### config.mk
export PLATFORM = sky130hd
export DESIGN_NAME = task_ready_queue_with_cancel_core
export DESIGN_NICKNAME = d
export VERILOG_FILES = /design/src/rtl/trqc_pkg.sv /design/src/rtl/trqc_ctrl.sv /design/src/rtl/trqc_dpath.sv /design/src/rtl/task_ready_queue_with_cancel_core.sv
export SDC_FILE = /design/constraint.sdc
export NUM_CORES = 2
export LEC_CHECK = 0
export BUFFER_PORTS_ARGS = -buffer_cell sky130_fd_sc_hd__buf_4
export CORE_MARGIN = 2
export CORE_UTILIZATION = 50
export DETAILED_ROUTE_END_ITERATION = 8
export PLACE_DENSITY = 0.71
export SKIP_LAST_GASP = 1
export SLEW_MARGIN = 20
export SYNTH_ARGS = -nofsm -noshare
export SYNTH_HDL_FRONTEND = slang
export SYNTH_SLANG_ARGS = --single-unit
### constraint.sdc
create_clock -name i_clk -period 27.9 [get_ports i_clk]
set_clock_uncertainty 0.05 [all_clocks]
set_input_delay 2.79 -clock i_clk [delete_from_list [all_inputs] [get_ports i_clk]]
set_output_delay 2.79 -clock i_clk [all_outputs]
set_load 0.01 [all_outputs]
### src/rtl/trqc_pkg.sv
// Package for the task ready queue: queue sizing, command and status codes,
// and the command/status bundles between the controller and the datapath.
// No dependencies.
package trqc_pkg;

    // Queue sizing
    localparam int QUEUE_DEPTH = 16;
    localparam int PTR_W       = $clog2(QUEUE_DEPTH);
    localparam int CNT_W       = $clog2(QUEUE_DEPTH + 1);

    // Field widths of the stream beats
    localparam int CMD_W    = 2;
    localparam int ID_W     = 32;
    localparam int HDL_W    = 32;
    localparam int STAT_W   = 2;
    localparam int COUNT_W  = 5;
    localparam int CORE_W   = 8;
    localparam int S_DATA_W = 64;
    localparam int M_DATA_W = 72;

    // Idle task id is the core number placed above this bit
    localparam int IDLE_SHIFT = 24;

    // Commands
    localparam logic [CMD_W-1:0] CMD_ADD   = 2'd0;
    localparam logic [CMD_W-1:0] CMD_DEL   = 2'd1;
    localparam logic [CMD_W-1:0] CMD_TAKE  = 2'd2;
    localparam logic [CMD_W-1:0] CMD_QUERY = 2'd3;

    // Result status codes
    localparam logic [STAT_W-1:0] ST_OK       = 2'd0;
    localparam logic [STAT_W-1:0] ST_FULL     = 2'd1;
    localparam logic [STAT_W-1:0] ST_NOTFOUND = 2'd2;
    localparam logic [STAT_W-1:0] ST_IDLE     = 2'd3;

    // Controller to datapath
    typedef struct packed {
        logic load;    // capture the input beat
        logic search;  // register the id match vector
        logic apply;   // update the queue and load the result register
    } t_dp_cmd;

    // Datapath to controller
    typedef struct packed {
        logic             out_free;  // result register can take a new result
        logic [CNT_W-1:0] occ;       // current occupancy
    } t_dp_stat;

endpackage

### src/rtl/trqc_ctrl.sv
// Controller for the task ready queue: sequences load, search and apply.
// Depends on trqc_pkg.
module trqc_ctrl
    import trqc_pkg::*;
(
    input  logic     i_clk,
    input  logic     i_rst_n,
    input  logic     i_in_valid,
    output logic     o_in_ready,
    input  t_dp_stat i_stat,
    output t_dp_cmd  o_cmd
);

    localparam logic [1:0] S_IDLE   = 2'd0;
    localparam logic [1:0] S_SEARCH = 2'd1;
    localparam logic [1:0] S_APPLY  = 2'd2;

    logic [1:0] r_state;
    logic [1:0] n_state;
    logic       w_apply;
    logic       w_load;

    // Apply once the result register is free; take the next beat in that cycle
    assign w_apply    = (r_state == S_APPLY) && i_stat.out_free;
    assign o_in_ready = (r_state == S_IDLE) || w_apply;
    assign w_load     = o_in_ready && i_in_valid;

    assign o_cmd.load   = w_load;
    assign o_cmd.search = (r_state == S_SEARCH);
    assign o_cmd.apply  = w_apply;

    // Next state
    always_comb begin
        n_state = r_state;
        case (r_state)
            S_IDLE: begin
                if (w_load) n_state = S_SEARCH;
            end
            S_SEARCH: begin
                n_state = S_APPLY;
            end
            S_APPLY: begin
                if (w_apply) n_state = w_load ? S_SEARCH : S_IDLE;
            end
            default: begin
                n_state = S_IDLE;
            end
        endcase
    end

    always_ff @(posedge i_clk) begin
        if (!i_rst_n) begin
            r_state <= S_IDLE;
        end else begin
            r_state <= n_state;
        end
    end

endmodule

### src/rtl/trqc_dpath.sv
// Datapath for the task ready queue: compacting slot cells, occupancy,
// id match vector, core number register and the result register.
// Depends on trqc_pkg.
module trqc_dpath
    import trqc_pkg::*;
(
    input  logic                i_clk,
    input  logic                i_rst_n,
    input  t_dp_cmd             i_cmd,
    output t_dp_stat            o_stat,
    input  logic [CMD_W-1:0]    i_cmd_code,
    input  logic [ID_W-1:0]     i_task_id,
    input  logic [HDL_W-1:0]    i_handle,
    input  logic                i_cfg_wr_en,
    input  logic [CORE_W-1:0]   i_cfg_wr_data,
    input  logic                i_out_ready,
    output logic                o_out_valid,
    output logic [STAT_W-1:0]   o_status,
    output logic [ID_W-1:0]     o_task_id,
    output logic [HDL_W-1:0]    o_handle,
    output logic [COUNT_W-1:0]  o_count
);

    logic [CMD_W-1:0]       r_cmd;
    logic [ID_W-1:0]        r_id;
    logic [HDL_W-1:0]       r_hdl;
    logic [CORE_W-1:0]      r_core;
    logic [CNT_W-1:0]       r_occ;
    logic [CNT_W-1:0]       n_occ;
    logic [QUEUE_DEPTH-1:0] r_match;
    logic [ID_W-1:0]        r_slot_id  [QUEUE_DEPTH];
    logic [HDL_W-1:0]       r_slot_hdl [QUEUE_DEPTH];
    logic [QUEUE_DEPTH-1:0] w_shift;
    logic                   w_found;
    logic                   w_empty;
    logic                   w_full;
    logic                   w_do_add;
    logic                   w_do_del;
    logic                   w_do_take;
    logic [STAT_W-1:0]      w_status;
    logic [ID_W-1:0]        w_rid;
    logic [HDL_W-1:0]       w_rhdl;
    logic                   r_out_valid;
    logic [STAT_W-1:0]      r_status;
    logic [ID_W-1:0]        r_rid;
    logic [HDL_W-1:0]       r_rhdl;
    logic [COUNT_W-1:0]     r_count;

    // Capture the accepted beat
    always_ff @(posedge i_clk) begin
        if (i_cmd.load) begin
            r_cmd <= i_cmd_code;
            r_id  <= i_task_id;
            r_hdl <= i_handle;
        end
    end

    // Hold the core number
    always_ff @(posedge i_clk) begin
        if (!i_rst_n) begin
            r_core <= '0;
        end else if (i_cfg_wr_en) begin
            r_core <= i_cfg_wr_data;
        end
    end

    // Compare every occupied slot against the requested id
    always_ff @(posedge i_clk) begin
        if (i_cmd.search) begin
            for (int i = 0; i < QUEUE_DEPTH; i++) begin
                r_match[i] <= (CNT_W'(i) < r_occ) && (r_slot_id[i] == r_id);
            end
        end
    end

    // Decode the operation and the compaction mask
    always_comb begin
        w_found   = |r_match;
        w_empty   = (r_occ == '0);
        w_full    = (r_occ == CNT_W'(QUEUE_DEPTH));
        w_do_add  = i_cmd.apply && (r_cmd == CMD_ADD) && !w_full;
        w_do_del  = i_cmd.apply && (r_cmd == CMD_DEL) && w_found;
        w_do_take = i_cmd.apply && (r_cmd == CMD_TAKE) && !w_empty;
        // A cell shifts on a take, or on a delete when it sits at or above the newest match
        for (int i = 0; i < QUEUE_DEPTH; i++) begin
            w_shift[i] = w_do_take || (w_do_del && !(|(r_match >> (i + 1))));
        end
        n_occ = r_occ;
        if (w_do_add) begin
            n_occ = r_occ + CNT_W'(1);
        end else if (w_do_del || w_do_take) begin
            n_occ = r_occ - CNT_W'(1);
        end
    end

    // Result fields
    always_comb begin
        w_status = ST_OK;
        w_rid    = '0;
        w_rhdl   = '0;
        case (r_cmd)
            CMD_ADD: begin
                if (w_full) w_status = ST_FULL;
            end
            CMD_DEL: begin
                if (!w_found) w_status = ST_NOTFOUND;
            end
            CMD_TAKE: begin
                if (w_empty) begin
                    w_status = ST_IDLE;
                    w_rid    = {r_core, (IDLE_SHIFT)'(0)};
                end else begin
                    w_rid  = r_slot_id[0];
                    w_rhdl = r_slot_hdl[0];
                end
            end
            default: begin
                w_status = ST_OK;
            end
        endcase
    end

    // Advance occupancy
    always_ff @(posedge i_clk) begin
        if (!i_rst_n) begin
            r_occ <= '0;
        end else begin
            r_occ <= n_occ;
        end
    end

    // Slot cells: pull from the upper neighbor, or take a new entry at the tail
    always_ff @(posedge i_clk) begin
        for (int i = 0; i < QUEUE_DEPTH; i++) begin
            if (w_shift[i] && (i < QUEUE_DEPTH - 1)) begin
                r_slot_id[i]  <= r_slot_id[(i + 1) % QUEUE_DEPTH];
                r_slot_hdl[i] <= r_slot_hdl[(i + 1) % QUEUE_DEPTH];
            end else if (w_do_add && (CNT_W'(i) == r_occ)) begin
                r_slot_id[i]  <= r_id;
                r_slot_hdl[i] <= r_hdl;
            end
        end
    end

    // Result register: load on apply, drop when taken
    always_ff @(posedge i_clk) begin
        if (!i_rst_n) begin
            r_out_valid <= 1'b0;
        end else if (i_cmd.apply) begin
            r_out_valid <= 1'b1;
        end else if (i_out_ready) begin
            r_out_valid <= 1'b0;
        end
    end

    always_ff @(posedge i_clk) begin
        if (i_cmd.apply) begin
            r_status <= w_status;
            r_rid    <= w_rid;
            r_rhdl   <= w_rhdl;
            r_count  <= COUNT_W'(n_occ);
        end
    end

    assign o_stat.out_free = !r_out_valid || i_out_ready;
    assign o_stat.occ      = r_occ;

    assign o_out_valid = r_out_valid;
    assign o_status    = r_status;
    assign o_task_id   = r_rid;
    assign o_handle    = r_rhdl;
    assign o_count     = r_count;

endmodule

### src/rtl/task_ready_queue_with_cancel_core.sv
// Top level of the task ready queue with cancel by id.
// Depends on trqc_pkg, trqc_ctrl and trqc_dpath.
//
// Usage:
//   The slave stream carries one command per beat: the command code in
//   s_axis_tuser, the task id and entry handle in s_axis_tdata. Each command
//   returns exactly one beat on the master stream: the status code in
//   m_axis_tuser, the task id, handle and queue count in m_axis_tdata.
//   i_cfg_wr_en writes the core number, which forms the idle task id
//   (core number in bits 31:24); write it only while no command is pending.
//   Each command is captured, then searched (all slot ids compared at once
//   and registered), then applied in the update cycle (the slot cells
//   compact in one step and the result register loads); the next beat is
//   accepted in that update cycle.
//   A finished result waits in the output register; the next command is
//   accepted meanwhile and holds in its update cycle until the receiver
//   takes the waiting result.
//   Reset empties the queue and clears the core number; slot contents are
//   not cleared and need no clearing pass.
module task_ready_queue_with_cancel_core
    import trqc_pkg::*;
(
    input  logic                i_clk,
    input  logic                i_rst_n,
    input  logic                s_axis_tvalid,
    output logic                s_axis_tready,
    input  logic [S_DATA_W-1:0] s_axis_tdata,   // task_id[31:0], entry_handle[63:32]
    input  logic [CMD_W-1:0]    s_axis_tuser,   // command[1:0]
    output logic                m_axis_tvalid,
    input  logic                m_axis_tready,
    output logic [M_DATA_W-1:0] m_axis_tdata,   // out_task_id[31:0], out_handle[63:32],
                                                // count[68:64], zero[71:69]
    output logic [STAT_W-1:0]   m_axis_tuser,   // status[1:0]
    input  logic                i_cfg_wr_en,
    input  logic [CORE_W-1:0]   i_cfg_wr_data
);

    t_dp_cmd            w_cmd;
    t_dp_stat           w_stat;
    logic [ID_W-1:0]    w_out_id;
    logic [HDL_W-1:0]   w_out_hdl;
    logic [COUNT_W-1:0] w_out_count;

    trqc_ctrl u_ctrl (
        .i_clk      (i_clk),
        .i_rst_n    (i_rst_n),
        .i_in_valid (s_axis_tvalid),
        .o_in_ready (s_axis_tready),
        .i_stat     (w_stat),
        .o_cmd      (w_cmd)
    );

    trqc_dpath u_dpath (
        .i_clk         (i_clk),
        .i_rst_n       (i_rst_n),
        .i_cmd         (w_cmd),
        .o_stat        (w_stat),
        .i_cmd_code    (s_axis_tuser),
        .i_task_id     (s_axis_tdata[ID_W-1:0]),
        .i_handle      (s_axis_tdata[ID_W+HDL_W-1:ID_W]),
        .i_cfg_wr_en   (i_cfg_wr_en),
        .i_cfg_wr_data (i_cfg_wr_data),
        .i_out_ready   (m_axis_tready),
        .o_out_valid   (m_axis_tvalid),
        .o_status      (m_axis_tuser),
        .o_task_id     (w_out_id),
        .o_handle      (w_out_hdl),
        .o_count       (w_out_count)
    );

    // Pack the result beat
    assign m_axis_tdata = {(M_DATA_W - ID_W - HDL_W - COUNT_W)'(0),
                           w_out_count, w_out_hdl, w_out_id};

    // Occupancy never exceeds the queue depth
    a_occ_bound: assert property (@(posedge i_clk) disable iff (!i_rst_n)
        w_stat.occ <= CNT_W'(QUEUE_DEPTH))
        else $error("occupancy above queue depth");

    // Every update loads a result beat
    a_apply_result: assert property (@(posedge i_clk) disable iff (!i_rst_n)
        w_cmd.apply |=> m_axis_tvalid)
        else $error("update without result beat");

    // Occupancy changes only in an update cycle
    a_occ_hold: assert property (@(posedge i_clk) disable iff (!i_rst_n)
        !w_cmd.apply |=> $stable(w_stat.occ))
        else $error("occupancy changed outside an update");

    // The idle task is returned only with an empty queue
    a_idle_empty: assert property (@(posedge i_clk) disable iff (!i_rst_n)
        (m_axis_tvalid && (m_axis_tuser == ST_IDLE)) |-> (w_out_count == '0))
        else $error("idle task returned with a nonempty queue");

endmodule
==> results.sh <==
export IMPL_status="completed"
export IMPL_min_from="u_dpath.r_core[2]"
export IMPL_io_pins=155
export IMPL_p_sw_frac=0.2251
export IMPL_end_kind="output port"
export IMPL_antenna_found_initial=4
export IMPL_placed_cell_area_um2=57320
export IMPL_finalSetupViolations=0
export IMPL_startpoint="m_axis_tready"
export IMPL_die_area_um2=112500
export IMPL_p_seq_frac=0.530
export IMPL_cp_common_cell="buf_4"
export IMPL_power_total_w=0.003746
export IMPL_worstMarginPinSlew_ps=1102
export IMPL_clock_root_buffer="clkbuf_16"
export IMPL_dp_cells=4736
export IMPL_slowest_stage="nor2b_1"
export IMPL_synth_cell_type_count=60
export IMPL_cts_path_max_buffers=3
export IMPL_worstReg2RegStart="u_dpath.r_occ[0]"
export IMPL_numCtsBuffers=130
export IMPL_ys_warnings_count=0
export IMPL_dp_hpwl_mm=83.17
export IMPL_start_util=0.5044
export IMPL_postLayoutCellArea_um2=61340
export IMPL_synth_avg_cell_area_um2=16.25
export IMPL_crit_path_start_kind="input pin"
export IMPL_slew_headroom=0.2652
export IMPL_fin_setup_tns_ps=0
export IMPL_rows=121
export IMPL_final_common_cell="edfxtp_1"
export IMPL_post_route_drc_count=0
export IMPL_cts_sinks=1193
export IMPL_hold_viol=0
export IMPL_switching_power_w=0.0008431
export IMPL_hold_path_class="flop to flop"
export IMPL_io_buffers=151
export IMPL_syn_area_um2=54910
export IMPL_crit_fanout=4
export IMPL_grt_pass1_vias=28970
export IMPL_maxCapViolCount=0
export IMPL_fin_nets=3539
export IMPL_synth_compound_area_share=0.008659
export IMPL_period_needed_ps=6583
export IMPL_dr_total_vias=29400
export IMPL_critPathMaxStageDelay_ps=330
export IMPL_postSynthCellCount=3380
export IMPL_synth_flop_cell="edfxtp_1"
export IMPL_crit_chain="buf_4, nor2b_1, a21oi_1, buf_4"
export IMPL_vias_per_cell=5.916
export IMPL_htree_levels=4
export IMPL_drt_total_wl_mm=130.7
export IMPL_final_cell_mix="edfxtp_1 (1177), mux2_2 (954), xor2_1 (277), xnor2_1 (233), buf_4 (231)"
export IMPL_die_y_um=335.4
export IMPL_dp_worst_setup_slack_ps=21110
export IMPL_dr_pass1_iters=7
export IMPL_max_freq_mhz=151.9
export IMPL_ctsResizeCount=0
export IMPL_coreArea_um2=108900
export IMPL_rsz0062_at_grt="false"
export IMPL_grt_pass1_wl_mm=193.1
export IMPL_synth_top_family_by_area="multiplexers"
export IMPL_drv_slew=0
export IMPL_p_leak_nw=20.36
export IMPL_die_width_um=335.4
export IMPL_p_per_area_nw_per_um2=61.06
export IMPL_routedWlPerCell_um=26.31
export IMPL_track_usage=0.2314
export IMPL_irDropWorstVdd_mv=0.04317
export IMPL_drive_gt1_frac=0.3915
export IMPL_synth_seq_cells=1193
export IMPL_post_cts_repair_setup_buffers=0
export IMPL_synth_edff_count=1177
export IMPL_clk_latency_ps=760
export IMPL_overflow=0
export IMPL_async_reset_ff_frac=0
export IMPL_muxShareOfSynthArea=0.1981
export IMPL_path_class="input pin to output port"
export IMPL_synth_fa_ha_area_frac=0.001139
export IMPL_clk_pin_slew_ps=60
export IMPL_synth_xor_area_frac=0.08135
export IMPL_comb_power_share=0.037
export IMPL_ys_seq_area_frac=0.6495
export IMPL_period_share=0.2360
export IMPL_drt_iter0_markers=2831
export IMPL_instances_no_fill=4969
export IMPL_area_growth_pct=11.71
export IMPL_required_ps=25060
export IMPL_yosys_area_share_simple=0.03673
export IMPL_gp_congestion=0.8606
export IMPL_grt_max_degree=67
export IMPL_setup_ws_ps=21320
export IMPL_cts_tree="built"
export IMPL_power_frac_clock=0.434
export IMPL_arrival_ps=3740
export IMPL_p_int_w=0.002902
export IMPL_drt_antenna_violating_nets=0
export IMPL_hold_buffers=0
-- worst max-delay path, delay by kind of cell --
kind            cells  cell delay, ps
compound gates      1             270
buf+inv             2             350
simple gates        1             330
-- cells in the mapped netlist, types with 2 or more instances --
cell,number,area share
a2111oi_0,4,0.00064
a211o_1,2,0.00032
a21oi_1,11,0.0010
a221oi_1,2,0.00032
a22o_1,9,0.0014
and3_1,61,0.0069
buf_1,24,0.0016
buf_2,105,0.0096
buf_4,13,0.0018
buf_6,5,0.0010
clkbuf_1,144,0.0098
dfxtp_1,16,0.0058
edfxtp_1,1177,0.64
ha_1,5,0.0011
inv_1,9,0.00062
mux2_1,3,0.00062
mux2_2,954,0.20
mux2i_1,10,0.0018
nand2_1,13,0.00089
nand2b_1,14,0.0016
nand3_1,23,0.0021
nand3b_1,4,0.00055
nand4_1,69,0.0079
nor2_1,26,0.0018
nor2b_1,6,0.00068
nor3_1,15,0.0014
nor4_1,83,0.0095
nor4b_1,4,0.00064
o2111ai_1,3,0.00048
o211ai_1,6,0.00082
o21ai_0,8,0.00073
o22a_1,2,0.00032
o22ai_1,2,0.00023
o311ai_0,4,0.00064
o31ai_1,2,0.00027
or2_2,2,0.00023
or3_1,7,0.00080
or4_1,3,0.00041
xnor2_1,233,0.037
xor2_1,277,0.044
-- cell type report --
cell class              count  area (µm²)
diodes                      2       5.005
clock buffers             160        3366
clock inverters            70       630.6
fillers                  8355       47510
inverters                   9       33.78
multi-input cells        1889       18120
flip-flops and latches   1193       35660
well taps                1414        1769
repair buffers            232        1754
-- power by group through the flow --
stage	Clock (W)	Sequential (W)	Combinational [W]
floorplan	0	0.00201	0.0000879
global placement	0	0.00202	0.000134
detailed placement	0	0.00202	0.000135
CTS	0.00165	0.00198	0.000136
global route	0.00172	0.00199	0.000145
finish	0.00162	0.00198	0.000137
-- cells by family (layout without fill, tap and decap cells) --
| kind of cell | after synthesis | after routing |
|---|---|---|
| flops | 1193 | 1193 |
| mux | 967 | 967 |
| xor+xnor | 510 | 510 |
| simple gates | 339 | 339 |
| buf+inv | 300 | 471 |
| compound gates | 65 | 65 |
| fa+ha+maj | 5 | 5 |
| other cells | 1 | 5 |
-- metal layers --
layer  part of all wire  track usage  up-vias
met5           0.000099            0        -
met4              0.021      0.06268        2
met3              0.058      0.03321      175
met2               0.47       0.3700      978
met1               0.45       0.3321    15250
li1                   -            -    12990
-- state kept, by name, summed over array words and instances (netlist names) --
name	count
u_dpath.o_out_valid	1
u_dpath.r_cmd	2
u_dpath.o_task_id	32
u_dpath.o_count	5
u_dpath.r_match	16
u_ctrl.r_state	2
u_dpath.r_slot_id	512
u_dpath.r_occ	5
u_dpath.o_handle	32
u_dpath.r_slot_hdl	512
u_dpath.r_hdl	32
u_dpath.r_core	8
u_dpath.r_id	32
u_dpath.o_status	2
-- metrics by stage --
step / hold WS, ps / util
final: 449.2 / 0.5635
after global routing: 462.8 / 0.5635
after CTS: 449.2 / 0.5633
after detailed placement: 433.3 / 0.5266
after global placement: 425.0 / 0.5266
after floorplan: 370.6 / -
-- final timing paths --
| kind | endpoint | slack, ps | cells after the start |
|---|---|---|---|
| worst min register to register | u_dpath.r_core[2] | 450 | 2 |
| worst max register to register | u_dpath.r_slot_id[1][31] | 22740 | 7 |
| worst max-delay path | s_axis_tready | 21320 | 4 |
| worst min-delay path | u_dpath.r_core[2] | 450 | 2 |
(Power assumes the default switching activity.)
